File: config.mk
export PLATFORM = sky130hd
export DESIGN_NAME = rtmid_ram
export DESIGN_NICKNAME = d
export VERILOG_FILES = /design/src/design/rtmid_ram.sv
export SDC_FILE = /design/constraint.sdc
export NUM_CORES = 1
export LEC_CHECK = 0
export ABC_AREA = 1
export BUFFER_PORTS_ARGS = -buffer_cell sky130_fd_sc_hd__buf_4
export CAP_MARGIN = 20
export CORE_MARGIN = 2
export CORE_UTILIZATION = 60
export DETAILED_ROUTE_END_ITERATION = 16
export PLACE_DENSITY = 0.78
export SLEW_MARGIN = 20
export SYNTH_ARGS = -nofsm -noshare
export SYNTH_HDL_FRONTEND = slang
export SYNTH_SLANG_ARGS = --single-unit
File: constraint.sdc
create_clock -name i_clk -period 3.65 [get_ports i_clk]
set_input_delay 0.1825 -clock i_clk [delete_from_list [all_inputs] [get_ports i_clk]]
set_output_delay 0.1825 -clock i_clk [all_outputs]
set_load 0.02 [all_outputs]
File: src/design/rtmid_ram.sv
// Generic single-port RAM with registered read.
module rtmid_ram #(
    parameter int  WIDTH  = 8,
    parameter int  DEPTH  = 16,
    localparam int ADDR_W = (DEPTH > 1) ? $clog2(DEPTH) : 1
) (
    input  logic              i_clk,
    input  logic              i_we,
    input  logic              i_re,
    input  logic [ADDR_W-1:0] i_addr,
    input  logic [WIDTH-1:0]  i_wdata,
    output logic [WIDTH-1:0]  o_rdata
);

    logic [WIDTH-1:0] r_mem [DEPTH];
    logic [WIDTH-1:0] r_rdata;

    // Write port and registered read; read data holds when not enabled
    always_ff @(posedge i_clk) begin
        if (i_we) begin
            r_mem[i_addr] <= i_wdata;
        end
        if (i_re) begin
            r_rdata <= r_mem[i_addr];
        end
    end

    assign o_rdata = r_rdata;

endmodule

==> impl_metrics.ini <==
[power_and_ir_drop]
seqPwrFrac = 0.490
switchingPower_mw = 0.817
p_per_area_nw_per_um2 = 560
clkPwrFrac = 0.448
comb_power_share = 0.062
ir_worst_vdd_mv = 0.370
p_leak_nw = 2.74
report.power.total_mw = 3.61
internal-power_mw = 2.79
switching_share = 0.226

[floorplan]
die-area_um2 = 10200
die_w_um = 101
num_rows = 35
die-height_um = 101
start_util = 0.617
ioPinCount = 23
coreArea_um2 = 9200

[global_route]
grt_pass1_vias = 3867
antenna_found_initial = 0
overflow = 0
grt_max_degree = 68
grt_usage = 0.271
grt_pass1_wl_um = 20000

[detailed_routing]
firstDrtPassIters = 5
num_vias = 3934
wire_per_inst_um = 18.6
post-route-drc-count = 0
ant_nets = 0
totalWireLength_um = 13000
viasPerCell = 5.66
drt_first_iter_violations = 362

[final_layout]
register_area_um2 = 4080
drive_gt1_frac = 0.0942
multi_input_area_um2 = 1390
syn_to_final_growth_pct = 13.7
num_antenna_cells = 0
fillers = 653
nets = 586
final_area_um2 = 6450

[timing]
setup_ws_ps = 2000
slew_headroom = 0.526
max_freq_ghz = 0.607
min_period_ps = 1650
skew_ps = 9.70
rsz0062_at_grt = false
hold_viol_final = 0
worst_pin_slew_ps = 708
timing.final.max_slew_violations = 0
setup_viol = 0
timing.hold.ws_ps = 40.0
finalCritPeriodShare = 0.451
fin_tns_setup_ps = 0

[run]
cap_violations = 0

[worst_setup_path]
r2r-end = o_rdata[7]
required_ps = 3930
crit_path_end = o_rdata[7]
rrSetupSlack_ps = 2460
rr_worst_depth = 8
r2r-start = r_mem[5][7]
end_kind = flop
crit_type = in2reg
start_kind = primary input
worstPathMaxFanout = 67
crit_arrival_ps = 1920
timing.critical_path.from = i_addr[0]

[synth]
synth-seq-cells = 136
ys_types = 10
syn_area_um2 = 5670
syn_nets = 563
syn_avg_cell_area_um2 = 10.4
yosysSeqAreaShare = 0.720
synth_cells = 548
yosysWarnings = 0

[clock_network]
h-tree-depth = 4
clock_path_buffers = 2
cts_tree = built
clk_pin_slew_ps = 60
cts_sinks = 136
cts_root_buffer = clkbuf_8
clk_latency_ps = 530
cts_buffers = 17
cts_resized = 0

[hold_path]
hold_class = in2reg

[place]
port_buffers = 22
globalplace.congestion = 0.943
place_area_um2 = 5880
post-place-ws_ps = 1550
hpwl_um = 7670

[run_status]
outcome = finished clean
cell usage after synthesis:
| master | n | share of area |
|---|---|---|
| inv_2 | 1 | 0.00066 |
| buf_4 | 6 | 0.0079 |
| clkbuf_1 | 3 | 0.0020 |
| nand3_1 | 4 | 0.0035 |
| clkinv_1 | 1 | 0.00066 |
| nand2_1 | 346 | 0.23 |
| nor2_1 | 18 | 0.012 |
| inv_1 | 21 | 0.014 |
| edfxtp_1 | 136 | 0.72 |
| buf_2 | 12 | 0.011 |
power by group through the flow:
stage / clock network, mW / registers (mW) / logic (mW)
6_report: 1.62 / 1.77 / 0.224
5_1_grt: 1.67 / 1.77 / 0.249
4_1_cts: 1.62 / 1.77 / 0.222
3_5_place_dp: 0 / 1.80 / 0.217
3_3_place_gp: 0 / 1.80 / 0.212
2_1_floorplan: 0 / 1.81 / 0.121
flip-flops by register name (all words and copies together) (netlist names):
signal and cells:
r_mem 128, o_rdata 8
per-layer routing:
layer | global-route usage | part of all wire
met1 | 0.371 | 0.41
met2 | 0.431 | 0.48
met3 | 0.0531 | 0.075
met4 | 0.113 | 0.028
met5 | 0 | 0
repair_timing:
action / CTS / global route
buffers inserted: 0 / 0
endpoints found under the hold margin: 8 / 0
hold buffers: 1 / 0
final cells by class:
type,instances,area share
repair buffers,25,0.0295
clock inverters,14,0.0229
flip-flops and latches,136,0.633
multi-input cells,368,0.215
well taps,111,0.0215
clock buffers,18,0.0648
inverters,23,0.0134
stage by stage:
step,utilization,std cells
after CTS,0.701,695
after detailed placement,0.639,662
after global placement,0.639,662
after global routing,0.701,695
after floorplan,-,548
final,0.701,695
worst min-delay path by stage:
stage / endpoint / depth (start not counted) / startpoint / slack (ps)
floorplan: r_mem[0][0] / 0 / i_wdata[0] / 280
global placement: o_rdata[2] / 1 / i_re / 470
detailed placement: o_rdata[2] / 1 / i_re / 480
CTS: r_mem[9][4] / 1 / i_wdata[4] / 40
global route: r_mem[9][4] / 1 / i_wdata[4] / 40
finish: r_mem[9][4] / 1 / i_wdata[4] / 40
cell usage in the layout (no fill, tap or decap), types with 3 or more instances in the layout:
| master | instances |
|---|---|
| buf_4 | 24 |
| clkbuf_16 | 16 |
| clkinvlp_4 | 4 |
| edfxtp_1 | 136 |
| inv_1 | 21 |
| inv_6 | 3 |
| nand2_1 | 346 |
| nand3_1 | 4 |
| nor2_1 | 18 |
cell families after synthesis:
| group | share of synthesized area |
|---|---|
| flip-flops | 0.720 |
| AND/OR/NAND/NOR | 0.244 |
| buffers and inverters | 0.0357 |
worst max-delay path: stages:
cell,delay (ps)
buf_4,490
inv_2,220
buf_4,380
nand2_1,120
nand2_1,80
nand2_1,70
nand2_1,70
nand2_1,100
nand2_1,70
inv_1,50
nand2_1,60
(Power assumes the default switching activity.)
